### src/rtl/core/dstk_pkg.sv
// shared types and constants for the delimited record stack
// no dependencies
package dstk_pkg;

  localparam int unsigned MaxOut = 63;
  localparam int unsigned CntW   = 6;

  typedef enum logic [1:0] {
    REQ_PUSH_CHAR = 2'd0,
    REQ_PUSH_END  = 2'd1,
    REQ_POP       = 2'd2,
    REQ_TOP       = 2'd3
  } req_e;

  typedef enum logic [2:0] {
    ST_DATA  = 3'd0,
    ST_OK    = 3'd1,
    ST_EMPTY = 3'd2,
    ST_FULL  = 3'd3,
    ST_OPEN  = 3'd4,
    ST_LONG  = 3'd5
  } status_e;

  typedef struct packed {
    logic    push_char;
    logic    push_end;
    logic    scan_init;
    logic    scan_rd;
    logic    scan_step;
    logic    set_start;
    logic    emit_rd;
    logic    emit_step;
    logic    drop_rec;
    logic    out_ld_single;
    logic    out_ld_data;
    logic    out_last;
    status_e out_status;
  } dstk_cmd_t;

  typedef struct packed {
    logic byte_zero;
    logic rec_open;
    logic too_long;
    logic full_char;
    logic full_end;
    logic empty;
    logic scan_hit;
    logic rec_empty;
    logic emit_done;
  } dstk_flags_t;

endpackage

### src/rtl/core/dstk_ctrl.sv
// control state machine of the record stack: handshakes and command sequencing
// depends on dstk_pkg
module dstk_ctrl
  import dstk_pkg::*;
(
  input  logic        clk_i,
  input  logic        rst_ni,
  input  logic        in_valid_i,
  output logic        in_ready_o,
  input  logic [1:0]  req_type_i,
  output logic        out_valid_o,
  input  logic        out_ready_i,
  input  dstk_flags_t flags_i,
  output dstk_cmd_t   cmd_o
);

  typedef enum logic [4:0] {
    S_IDLE     = 5'b00001,
    S_SCAN_RD  = 5'b00010,
    S_SCAN_CHK = 5'b00100,
    S_EMIT_RD  = 5'b01000,
    S_EMIT_OUT = 5'b10000
  } state_e;

  state_e state_q, state_d;
  logic   pop_q, pop_d;
  logic   out_valid_q, out_valid_d;
  logic   out_free;

  assign out_free    = !out_valid_q || out_ready_i;
  assign out_valid_o = out_valid_q;

  always_comb begin
    cmd_o            = '0;
    cmd_o.out_status = ST_OK;
    state_d          = state_q;
    pop_d            = pop_q;
    in_ready_o       = 1'b0;
    case (state_q)
      S_IDLE: begin
        in_ready_o = out_free;
        if (in_valid_i && out_free) begin
          case (req_type_i)
            REQ_PUSH_CHAR: begin
              cmd_o.out_ld_single = 1'b1;
              if (flags_i.byte_zero) begin
                cmd_o.out_status = ST_OK;
              end else if (flags_i.too_long) begin
                cmd_o.out_status = ST_LONG;
              end else if (flags_i.full_char) begin
                cmd_o.out_status = ST_FULL;
              end else begin
                cmd_o.push_char = 1'b1;
              end
            end
            REQ_PUSH_END: begin
              cmd_o.out_ld_single = 1'b1;
              if (!flags_i.rec_open) begin
                cmd_o.out_status = ST_OK;
              end else if (flags_i.full_end) begin
                cmd_o.out_status = ST_FULL;
              end else begin
                cmd_o.push_end = 1'b1;
              end
            end
            REQ_POP, REQ_TOP: begin
              if (flags_i.rec_open) begin
                cmd_o.out_ld_single = 1'b1;
                cmd_o.out_status    = ST_OPEN;
              end else if (flags_i.empty) begin
                cmd_o.out_ld_single = 1'b1;
                cmd_o.out_status    = ST_EMPTY;
              end else begin
                cmd_o.scan_init = 1'b1;
                pop_d           = (req_type_i == REQ_POP);
                state_d         = S_SCAN_RD;
              end
            end
            default: ;
          endcase
        end
      end
      S_SCAN_RD: begin
        cmd_o.scan_rd = 1'b1;
        state_d       = S_SCAN_CHK;
      end
      S_SCAN_CHK: begin
        if (!flags_i.scan_hit) begin
          cmd_o.scan_step = 1'b1;
          state_d         = S_SCAN_RD;
        end else if (!flags_i.rec_empty) begin
          cmd_o.set_start = 1'b1;
          state_d         = S_EMIT_RD;
        end else if (out_free) begin
          cmd_o.out_ld_single = 1'b1;
          cmd_o.out_status    = ST_EMPTY;
          state_d             = S_IDLE;
        end
      end
      S_EMIT_RD: begin
        cmd_o.emit_rd = 1'b1;
        state_d       = S_EMIT_OUT;
      end
      S_EMIT_OUT: begin
        if (out_free) begin
          cmd_o.out_ld_data = 1'b1;
          cmd_o.out_status  = ST_DATA;
          cmd_o.out_last    = flags_i.emit_done;
          if (flags_i.emit_done) begin
            cmd_o.drop_rec = pop_q;
            state_d        = S_IDLE;
          end else begin
            cmd_o.emit_step = 1'b1;
            state_d         = S_EMIT_RD;
          end
        end
      end
      default: state_d = S_IDLE;
    endcase
  end

  always_comb begin
    out_valid_d = out_valid_q;
    if (cmd_o.out_ld_single || cmd_o.out_ld_data) begin
      out_valid_d = 1'b1;
    end else if (out_ready_i) begin
      out_valid_d = 1'b0;
    end
  end

  always_ff @(posedge clk_i or negedge rst_ni) begin
    if (!rst_ni) begin
      state_q     <= S_IDLE;
      pop_q       <= 1'b0;
      out_valid_q <= 1'b0;
    end else begin
      state_q     <= state_d;
      pop_q       <= pop_d;
      out_valid_q <= out_valid_d;
    end
  end

endmodule

### config.mk
export PLATFORM = sky130hd
export DESIGN_NAME = dstk_ctrl
export DESIGN_NICKNAME = d
export VERILOG_FILES = /design/src/rtl/core/dstk_pkg.sv /design/src/rtl/core/dstk_ctrl.sv
export SDC_FILE = /design/constraint.sdc
export NUM_CORES = 1
export LEC_CHECK = 0
export CELL_PAD_IN_SITES_DETAIL_PLACEMENT = 1
export CELL_PAD_IN_SITES_GLOBAL_PLACEMENT = 2
export CORE_UTILIZATION = 25
export CTS_BUF_LIST = sky130_fd_sc_hd__clkbuf_4 sky130_fd_sc_hd__clkbuf_8
export DETAILED_ROUTE_END_ITERATION = 8
export DONT_BUFFER_PORTS = 1
export PLACE_DENSITY_LB_ADDON = 0.1
export SYNTH_ARGS = -nofsm -noshare
export SYNTH_HDL_FRONTEND = slang
export SYNTH_SLANG_ARGS = --single-unit
### constraint.sdc
create_clock -name clk_i -period 2.1 [get_ports clk_i]
set_clock_uncertainty 0.05 [all_clocks]
set_input_delay 0.21 -clock clk_i [delete_from_list [all_inputs] [get_ports clk_i]]
set_output_delay 0.21 -clock clk_i [all_outputs]
set_load 0.005 [all_outputs]
# After elaboration in Yosys (flattened, before gate mapping)

Cells that the tools add are included.

Register bits: 7
Bits of input ports: 15
Output and inout port bits: 17
Word-level logic and storage cells: 87

Bitwise operators: 2
Reductions and logical operators: 10
Eq/ne operators: 14
Mux-type cells: 58

Operator list:

| operator             | count |
|---|---|
| $mux W5              | 9 |
| $mux W1              | 26 |
| $pmux W5 S5          | 1 |
| $mux W2              | 11 |
| $mux W3              | 6 |
| $pmux W3 S3          | 2 |
| $ne A2 B2 Y1 const B | 4 |
| $reduce_and A6 Y1    | 1 |
| $eq A5 B1 Y1 const B | 1 |
| $eq A5 B2 Y1 const B | 1 |
| $eq A5 B3 Y1 const B | 1 |
| $eq A5 B4 Y1 const B | 1 |
| $eq A5 B5 Y1 const B | 1 |
| $reduce_and A5 Y1    | 1 |
| $eq A2 B2 Y1 const B | 2 |
| $mux W4              | 1 |
| $ne A4 B4 Y1 const B | 1 |
| $pmux W1 S2          | 2 |
| $reduce_or A2 Y1     | 2 |
| $eq A2 B1 Y1 const B | 1 |
| $logic_not A2 Y1     | 1 |
| $logic_or A1 B1 Y1   | 2 |
| $ne A2 B1 Y1 const B | 1 |
| $not A1 Y1           | 2 |
| 3 further kinds      | 3 |

# Logic depth before layout (Yosys ltp)

Gate-level depths: netlist of the first run.

Depth in word-level cells: 8
Gate-level depth with buffers: 5
Depth with buffers taken out: 4

# Worst setup path before layout of the first run

OpenSTA, ideal clock, no wires.

Path type: flip-flop to output port
Start: register state_q[4]
End: output port cmd_o[1] (netlist name)
Cell stages (with the launch flop): 5
Buffers on the path: 1
Required time: 1.840 ns
Path slack: 0.285 ns
Data arrival time: 1.555 ns
Cells stage by stage: dfrtp_1 buf_6 or4b_4 or3_1 o22ai_1

RTL lines:

| what                     | line             | text |
|---|---|---|
| start: declaration       | dstk_ctrl.sv:25  | `state_e state_q, state_d;` |
| start signal: assignment | dstk_ctrl.sv:137 | `state_q <= state_d;` |
| end: declaration         | dstk_ctrl.sv:14  | `output dstk_cmd_t cmd_o` |

==> results.cfg, run 1 <==
[cells_and_area]
finish.cell_count_without_fillers = 111
final_core_utilization_pct = 33.8
antenna_cells_inserted = 0
fill_cells = 272
flow.area_growth_from_synthesis_pct = 28.7
final_nets = 99
fin_area_sq_um = 741
multiInputGateArea_sq_um = 400
drive_above_1_share_pct = 30.1
seqCellArea_sq_um = 180

[sta]
worst_slew_pin_slew_ns = 0.439
final_period_util_pct = 98.1
final_setup_violation_count = 0
pins_over_their_slew_limit = 0
layout_min_cycle_time_ns = 2.06
hold_viol_final = 0
timing.fmax_mhz = 486
slew-limit-headroom_pct = 70.3

[floorplanning]
std_cell_rows = 17
die_area_sq_um = 2500
floorplan.die.height_um = 50.0
initial_core_util_pct = 26.3
die_w_um = 50.0
core_area_sq_um = 2190
io-pin-count = 32

[route]
detail_route.vias_per_cell = 5.36
route.detailed.drc = 0
detail_route.iter0.violations = 6
routed_wirelength_um = 1830
firstDrtPassIters = 4
antenna_left = 0
vias = 595
routed_wire_length_per_instance_um = 16.5

[synth]
asyncSetResetFlopFracSynth_pct = 100
synth-seq-cells = 7
syn-mean-instance-area_sq_um = 7.99
post_synth_main_area_contributors = sky130_fd_sc_hd__dfrtp_1, sky130_fd_sc_hd__nor2_1, sky130_fd_sc_hd__dfstp_2, sky130_fd_sc_hd__nor4b_1, sky130_fd_sc_hd__and3_1
synth_top_flop_cell = sky130_fd_sc_hd__dfrtp_1
synth_top_cell_by_area = sky130_fd_sc_hd__dfrtp_1
synthesis.instances = 72
yosys.cell_types.count = 33
number_of_flops_mapped_to_enable_cells_by_yosys = 0
netlist_area_sq_um = 576
synth.top_cell.area_share_pct = 26.1
yosys_warnings = 0
syn-num-nets = 87
synth-seq-area-share_pct = 30.7

[global_route]
global_route.overflow_total = 0
grt_max_degree = 12
global_route_wire_length_before_repair_um = 2780
vias_in_the_first_global_route = 621
overall_fraction_of_global_route_tracks_in_use_pct = 14.6
grt_antenna_before_repair = 0

[worst_setup_path]
capturing_element_type_of_the_critical_path = output pin
critical_path.max_fanout = 4
worst-endpoint-required_ns = 1.84
critical_path_arrival_ns = 1.80
worstReg2RegStart = state_q[3]$_DFFE_PN0P_
crit_type = flop to output pin
critical_path.startpoint_type = flop
crit_start = state_q[3]$_DFFE_PN0P_

[cts]
clk_pin_slew_ns = 0.06
cts.sinks = 7
tritoncts = done
clock_latency_of_the_later_clocked_register_in_the_worst_skew_pair_ns = 0.26
tritoncts.num_buffers = 3
clock_path_buffers = 2
clockRootBuffer = sky130_fd_sc_hd__clkbuf_4
h_tree_lvl_count = 1

[power_and_ir_drop]
max-vdd-ir-drop_mv = 0.161
leakage_nw = 0.316
total_power_uw = 354
power_per_cell_area_nw_per_um2 = 478

[place]
dpl-instance-area_sq_um = 626
gp_congestion = 0.760
io_buffers = 0
place.detailed.hpwl_um = 1340
numPlacedInstances = 101

[hold_path]
holdCritPathClass = primary input to flop
hold_start = in_valid_i

[job]
timing.max_cap.violations = 0

[run_status]
status = finished clean
-- metal layers --
metal | track usage (%) | part of all wire [%] | wire length [um]
met1 | 18.2 | 42 | 776
met2 | 24.0 | 55 | 1000
met3 | 1.54 | 2.7 | 50
met4 | 8.57 | 0 | 0
met5 | 0 | 0 | 0
-- worst max-delay path: stages, from the launching register on --
cell and delay (ns):
sky130_fd_sc_hd__dfrtp_2 0.43, sky130_fd_sc_hd__or4b_4 0.58, sky130_fd_sc_hd__or3_4 0.37, sky130_fd_sc_hd__o22ai_2 0.17
-- worst paths after layout --
check / to / slack, ns / cells after the start
setup reg to reg: state_q[3]$_DFFE_PN0P_ / 0.31 / 4
hold / removal: out_valid_o$_DFFE_PN0P_ / 0.07 / 2
setup / recovery: cmd_o[5] / 0.04 / 3
hold reg to reg: pop_q$_DFFE_PN0P_ / 0.47 / 2
min in group asynchronous: state_q[2]$_DFFE_PN0P_ / 0.25 / 1
max in group asynchronous: state_q[0]$_DFFE_PN1P_ / 1.44 / 1
-- sequential cells by signal, indices dropped and copies added, names as in the netlist --
name	count
state_q	5
out_valid_o	1
pop_q	1
-- cell usage in the layout (no fill, tap or decap), types with 3 or more instances in the layout --
cell type and instances:
sky130_fd_sc_hd__nand2_1 3, sky130_fd_sc_hd__a21o_1 3, sky130_fd_sc_hd__dfrtp_1 3, sky130_fd_sc_hd__and3_1 4, sky130_fd_sc_hd__clkbuf_4 4, sky130_fd_sc_hd__nor2_1 10
sky130_fd_sc_hd__nor3_1 3, sky130_fd_sc_hd__nor4b_1 3, sky130_fd_sc_hd__dfrtp_2 3, sky130_fd_sc_hd__buf_4 9, sky130_fd_sc_hd__a21oi_1 3, sky130_fd_sc_hd__nand3_1 4
-- cell families after synthesis --
family,share of synthesized area [%]
AO/OA/AOI/OAI,18.0
XOR/XNOR,1.52
AND/OR/NAND/NOR,44.6
buffers and inverters,5.22
flip-flops,30.7
-- report_power, final --
| group | total (mW) | switching [mW] | internal (mW) |
|---|---|---|---|
| clock network | 0.142 | 0.0563 | 0.0859 |
| registers | 0.150 | 0.00705 | 0.143 |
| logic | 0.0616 | 0.0336 | 0.0280 |
| total | 0.354 | 0.0970 | 0.257 |
-- cells in the mapped netlist (2+ instances only) --
cell                        n
sky130_fd_sc_hd__nor4b_1    3
sky130_fd_sc_hd__nand2_1    3
sky130_fd_sc_hd__and2_1     2
sky130_fd_sc_hd__o21ai_0    2
sky130_fd_sc_hd__nand3_1    4
sky130_fd_sc_hd__nor2_1    10
sky130_fd_sc_hd__nor2b_1    2
sky130_fd_sc_hd__clkbuf_1   3
sky130_fd_sc_hd__a21o_1     3
sky130_fd_sc_hd__inv_1      2
sky130_fd_sc_hd__nor4_1     2
sky130_fd_sc_hd__nor3_1     3
sky130_fd_sc_hd__a21oi_1    3
sky130_fd_sc_hd__o22ai_1    3
sky130_fd_sc_hd__dfrtp_1    6
sky130_fd_sc_hd__and3_1     4
-- stage by stage --
step           setup slack, ns  hold WS [ns]  TNS (ns)
6_report                0.0406        0.0745         0
5_1_grt               -0.00720        0.0764  -0.00720
4_1_cts                0.00118        0.0730         0
3_5_place_dp             0.225        -0.135         0
3_3_place_gp             0.233        -0.135         0
2_1_floorplan            0.285        -0.136         0
-- repair_timing --
action / in CTS / in global routing
endpoints found under the setup margin: 2 / 4
setup buffers: 2 / 2
hold buffers: 2 / 0
pin swaps: 1 / 2
resized for setup: 4 / 4
hold endpoints to repair: 8 / 0
-- cell type report --
cell class              count  share of cell area, %
repair buffers             11                   11.8
clock buffers               4                   4.05
well taps                  28                   4.73
inverters                   2                   1.01
flip-flops and latches      7                   24.3
multi-input cells          59                   54.1
Power figures use the tool's default switching activity.
==> run 2, diff against run 1 <==
--- a/config.mk
+++ b/config.mk
@@ -9,2 +9,3 @@
 export CELL_PAD_IN_SITES_GLOBAL_PLACEMENT = 2
+export CORE_MARGIN = 2
 export CORE_UTILIZATION = 25
==> constraint.sdc (replaced) <==
create_clock -name clk_i -period 2.1 [get_ports clk_i]
set_clock_uncertainty 0.05 [all_clocks]
set_input_delay 0.105 -clock clk_i [delete_from_list [all_inputs] [get_ports clk_i]]
set_output_delay 0.105 -clock clk_i [all_outputs]
set_load 0.005 [all_outputs]
==> run 2 against run 1 <==
  * Sequential cell count did not move
  * Via count down 1.3%
  * Combinational power decreased by 11%
  * Critical endpoint is now cmd_o[1]
==> results.cfg, run 2 (same netlist as run 1, synthesis figures left out) <==
[place]
numPlacedInstances = 97
dpl-instance-area_sq_um = 596
gp_congestion = 0.685
io_buffers = 0
place.detailed.hpwl_um = 1340

[cts]
clockRootBuffer = sky130_fd_sc_hd__clkbuf_4
tritoncts.num_buffers = 3
h_tree_lvl_count = 1
clk_pin_slew_ns = 0.05
clock_latency_of_the_later_clocked_register_in_the_worst_skew_pair_ns = 0.25
tritoncts = done
clock_path_buffers = 2
cts.sinks = 7
post-cts-setup-buffers = 0

[route]
wl_met2_um = 901
route.detailed.drc = 0
routed_wire_length_per_instance_um = 16.5
vias = 587
routed_wirelength_um = 1730
routed-wl-met3_um = 88
detail_route.vias_per_cell = 5.59
met1_length_um = 718
antenna_left = 0
firstDrtPassIters = 2
route.top_layer_used = met4
detail_route.iter0.violations = 2

[power_and_ir_drop]
share_clk_of_total_power_pct = 39.2
p_sw_uw = 85.0
power.switching_fraction_pct = 25.2
leakage_nw = 0.282
internal_power_component_uw = 253
combPwrFrac_pct = 16.3
max-vdd-ir-drop_mv = 0.148
power_per_cell_area_nw_per_um2 = 502
total_power_uw = 338
power.sequential.fraction_pct = 44.5

[cells_and_area]
antenna_cells_inserted = 0
layout.cells.most_common = sky130_fd_sc_hd__nor2_1
mostFrequentLayoutCells = sky130_fd_sc_hd__nor2_1, sky130_fd_sc_hd__dfrtp_1
largest_register_ffs = 5
multiInputGateArea_sq_um = 375
fill_cells = 270
finish.cell_count_without_fillers = 105
seqCellArea_sq_um = 178
final_nets = 93
drive_above_1_share_pct = 15.6
registers.top_by_ff_count = state_q
fin_area_sq_um = 673
flow.area_growth_from_synthesis_pct = 17.0

[sta]
final_setup_violation_count = 0
final_period_util_pct = 96.0
totalNegativeSetupSlack_ns = 0
layout_min_cycle_time_ns = 2.02
pins_over_their_slew_limit = 0
hold_viol_final = 0
setup_repair_after_global_routing_missed_its_margin = false
slew-limit-headroom_pct = 58.9
timing.fmax_mhz = 496
worst_slew_pin_slew_ns = 0.616

[floorplanning]
core_area_sq_um = 2190
floorplan.die.height_um = 52.0
initial_core_util_pct = 26.3
std_cell_rows = 17
die_w_um = 52.0
io-pin-count = 32
die_area_sq_um = 2700

[global_route]
grt_max_degree = 12
global_route_wire_length_before_repair_um = 2670
global_route.overflow_total = 0
grt_antenna_before_repair = 0
vias_in_the_first_global_route = 596
overall_fraction_of_global_route_tracks_in_use_pct = 14.0

[worst_setup_path]
critical_path.startpoint_type = flop
crit_type = flop to output pin
worstReg2RegStart = state_q[4]$_DFFE_PN0P_
crit_start = state_q[4]$_DFFE_PN0P_
critical_path.max_fanout = 8
critical_path_arrival_ns = 1.86
worst-endpoint-required_ns = 1.95
capturing_element_type_of_the_critical_path = output pin

[hold_path]
hold_start = flags_i[1]
holdCritPathClass = primary input to flop

[run_status]
status = finished clean

[job]
timing.max_cap.violations = 0
[run 2: per-layer routing]
metal,global-route usage (%),vias up
met3,1.44,2
met2,23.4,20
li1,-,283
met1,16.8,282
met4,9.21,0
met5,0,-
[run 2: through the flow]
stage	hold WS, ns	utilization, %	setup WS [ns]
2_1_floorplan	-0.241	-	0.390
3_5_place_dp	-0.240	27.2	0.316
3_3_place_gp	-0.240	27.2	0.295
5_1_grt	0.0191	30.7	0.0199
6_report	0.0266	30.7	0.0848
4_1_cts	0.0215	30.4	0.0609
[run 2: path summary, 6_finish.rpt]
kind	slack, ns	depth (start not counted)	end
setup reg to reg	0.41	3	state_q[3]$_DFFE_PN0P_
hold / removal	0.03	2	state_q[3]$_DFFE_PN0P_
min in group asynchronous	0.13	1	state_q[1]$_DFFE_PN0P_
max in group asynchronous	1.58	1	state_q[0]$_DFFE_PN1P_
setup / recovery	0.08	3	cmd_o[1]
hold reg to reg	0.48	2	pop_q$_DFFE_PN0P_
[run 2: layout make-up]
cell class	instances	area share, %
Multi-Input combinational cell	59	55.8
Sequential cell	7	26.4
Timing Repair Buffer	5	7.06
Tap cell	28	5.20
Clock buffer	4	4.46
Inverter	2	1.12
[run 2: worst max-delay path: stages, from the launching register on]
cell	delay, ns
sky130_fd_sc_hd__dfrtp_2	0.45
sky130_fd_sc_hd__or4b_4	0.57
sky130_fd_sc_hd__or3_1	0.39
sky130_fd_sc_hd__o22ai_1	0.20
[run 2: repair_timing]
item                       in CTS  in global routing
setup endpoints to repair       0                  1
hold buffers                    4                  0
hold endpoints to repair       11                  0
resized for setup               0                  2
[run 2: power groups by stage]
stage	registers (mW)	clock network (mW)	logic (mW)
after floorplan	0.149	0	0.0381
after global placement	0.152	0	0.0458
after detailed placement	0.153	0	0.0464
after CTS	0.150	0.135	0.0556
after global routing	0.151	0.144	0.0624
final	0.150	0.132	0.0550
==> run 3, diff against run 2 <==
- CORE_UTILIZATION: 25 -> 33
==> run 3 against run 2 <==
  * Critical path depth stayed put
  * Sequential cell count stayed put
  * Maximum frequency decreased by 0.33%
  * Sequential share of layout area is 0.50 points higher
  * Die area is 23% lower
  * Hold slack lost 0.023 ns
  * Critical path type unchanged
==> results.cfg, run 3 (same netlist as run 1, synthesis figures left out) <==
[place]
numPlacedInstances = 85
io_buffers = 0
gp_congestion = 0.762
place.detailed.hpwl_um = 1410

[job]
timing.max_cap.violations = 0

[sta]
final_setup_violation_count = 0
totalNegativeSetupSlack_ns = 0
hold_ws_ns = 0.00380
setup_repair_after_global_routing_missed_its_margin = false
pins_over_their_slew_limit = 0
timing.fmax_mhz = 495
hold_viol_final = 0
layout_min_cycle_time_ns = 2.02
final_period_util_pct = 96.3
worst_slew_pin_slew_ns = 0.635
slew-limit-headroom_pct = 57.6

[global_route]
global_route.usage.met1_pct = 23.4
global_route.overflow_total = 0
overall_fraction_of_global_route_tracks_in_use_pct = 19.9
grt_antenna_before_repair = 0
grtUsageMet3_pct = 7.94
global_route_wire_length_before_repair_um = 2900
global_route.usage.met2_pct = 34.4
grt_max_degree = 12
vias_in_the_first_global_route = 614
gr-max-usage-layer = met2

[floorplanning]
core_area_sq_um = 1690
initial_core_util_pct = 34.1
io-pin-count = 32
die_w_um = 45.8
floorplan.die.height_um = 45.8
die_area_sq_um = 2090
std_cell_rows = 15

[cells_and_area]
finish.cell_count_without_fillers = 95
largest_register_ffs = 5
mostFrequentLayoutCells = sky130_fd_sc_hd__nor2_1, sky130_fd_sc_hd__dfrtp_1
registers.top_by_ff_count = state_q
final_core_utilization_pct = 39.1
drive_above_1_share_pct = 15.4
antenna_cells_inserted = 0
flow.area_growth_from_synthesis_pct = 14.8
layout.cells.most_common = sky130_fd_sc_hd__nor2_1
final_nets = 94
fill_cells = 211

[route]
vias = 612
route.detailed.drc = 0
antenna_left = 0
detail_route.vias_per_cell = 6.44
detail_route.iter0.violations = 19
routed_wirelength_um = 1830
firstDrtPassIters = 4
routed_wire_length_per_instance_um = 19.2

[worst_setup_path]
critical_path.startpoint_type = flop
capturing_element_type_of_the_critical_path = output pin
critical_path_buf_inv_count = 0
slowest_delay_ns = 0.57
crit_type = flop to output pin
critPathTopFamily = simple AND/OR/NAND/NOR gates
crit_chain = or4b_4, or3_1, o22ai_1
critical_path.max_fanout = 8
worst-endpoint-required_ns = 1.95
critical_path_arrival_ns = 1.87
crit_slowest_cell = sky130_fd_sc_hd__or4b_4

[power_and_ir_drop]
leakage_nw = 0.285
max-vdd-ir-drop_mv = 0.325
power_per_cell_area_nw_per_um2 = 527

[cts]
clock_path_buffers = 2
clk_pin_slew_ns = 0.06
tritoncts.num_buffers = 3
tritoncts = done
h_tree_lvl_count = 1
clockRootBuffer = sky130_fd_sc_hd__clkbuf_4
clock_latency_of_the_later_clocked_register_in_the_worst_skew_pair_ns = 0.26
cts.sinks = 7

[run_status]
status = finished clean

[hold_path]
holdCritPathClass = primary input to flop
==> run 3: changes by cell type in the layout (fill, tap and decap cells not counted) <==
cell                     previous run  this run
sky130_fd_sc_hd__buf_4              1         2
sky130_fd_sc_hd__nor4_2             1         0
sky130_fd_sc_hd__nor4_1             1         2
==> run 3: area by class of cell <==
cell class	instances	area [sq um]	share of cell area, %
clock buffers	4	30.0	4.55
inverters	2	7.51	1.14
multi-input cells	59	369	55.9
flip-flops and latches	7	178	26.9
well taps	17	21.3	3.22
repair buffers	6	55.1	8.33
==> run 3: layer usage <==
metal / wire (um) / vias up
met5: 0 / -
met4: 0 / 0
met3: 111 / 0
met2: 965 / 22
met1: 748 / 306
li1: - / 284
==> run 3: worst paths after layout <==
kind	startpoint	depth (start not counted)	endpoint	slack (ns)
hold reg to reg	pop_q$_DFFE_PN0P_	2	pop_q$_DFFE_PN0P_	0.47
max in group asynchronous	rst_ni	1	state_q[0]$_DFFE_PN1P_	1.58
min in group asynchronous	rst_ni	1	state_q[3]$_DFFE_PN0P_	0.13
setup reg to reg	state_q[4]$_DFFE_PN0P_	6	state_q[0]$_DFFE_PN1P_	0.18
setup / recovery	state_q[4]$_DFFE_PN0P_	3	cmd_o[1]	0.08
hold / removal	flags_i[0]	2	state_q[0]$_DFFE_PN1P_	0.004
==> run 3: report_power, final <==
group	total, mW	internal [mW]	switching (mW)
logic	0.0574	0.0259	0.0315
clock network	0.141	0.0858	0.0549
registers	0.150	0.143	0.00672
==> run 3: repair_timing <==
item	CTS	global route
pin swaps	1	0
hold buffers	3	1
buffers inserted	2	0
hold endpoints to repair	9	1
resized for setup	0	1
cloned	0	0
endpoints found under the setup margin	1	3
==> run 3: metrics by stage <==
stage / power (mW) / setup WS (ns) / instance area (sq um)
finish: 0.348 / 0.0781 / 661
global route: 0.369 / 0.0108 / 661
CTS: 0.349 / 0.0483 / 649
detailed placement: 0.195 / 0.196 / 574
global placement: 0.195 / 0.276 / 574
floorplan: 0.187 / 0.390 / 576
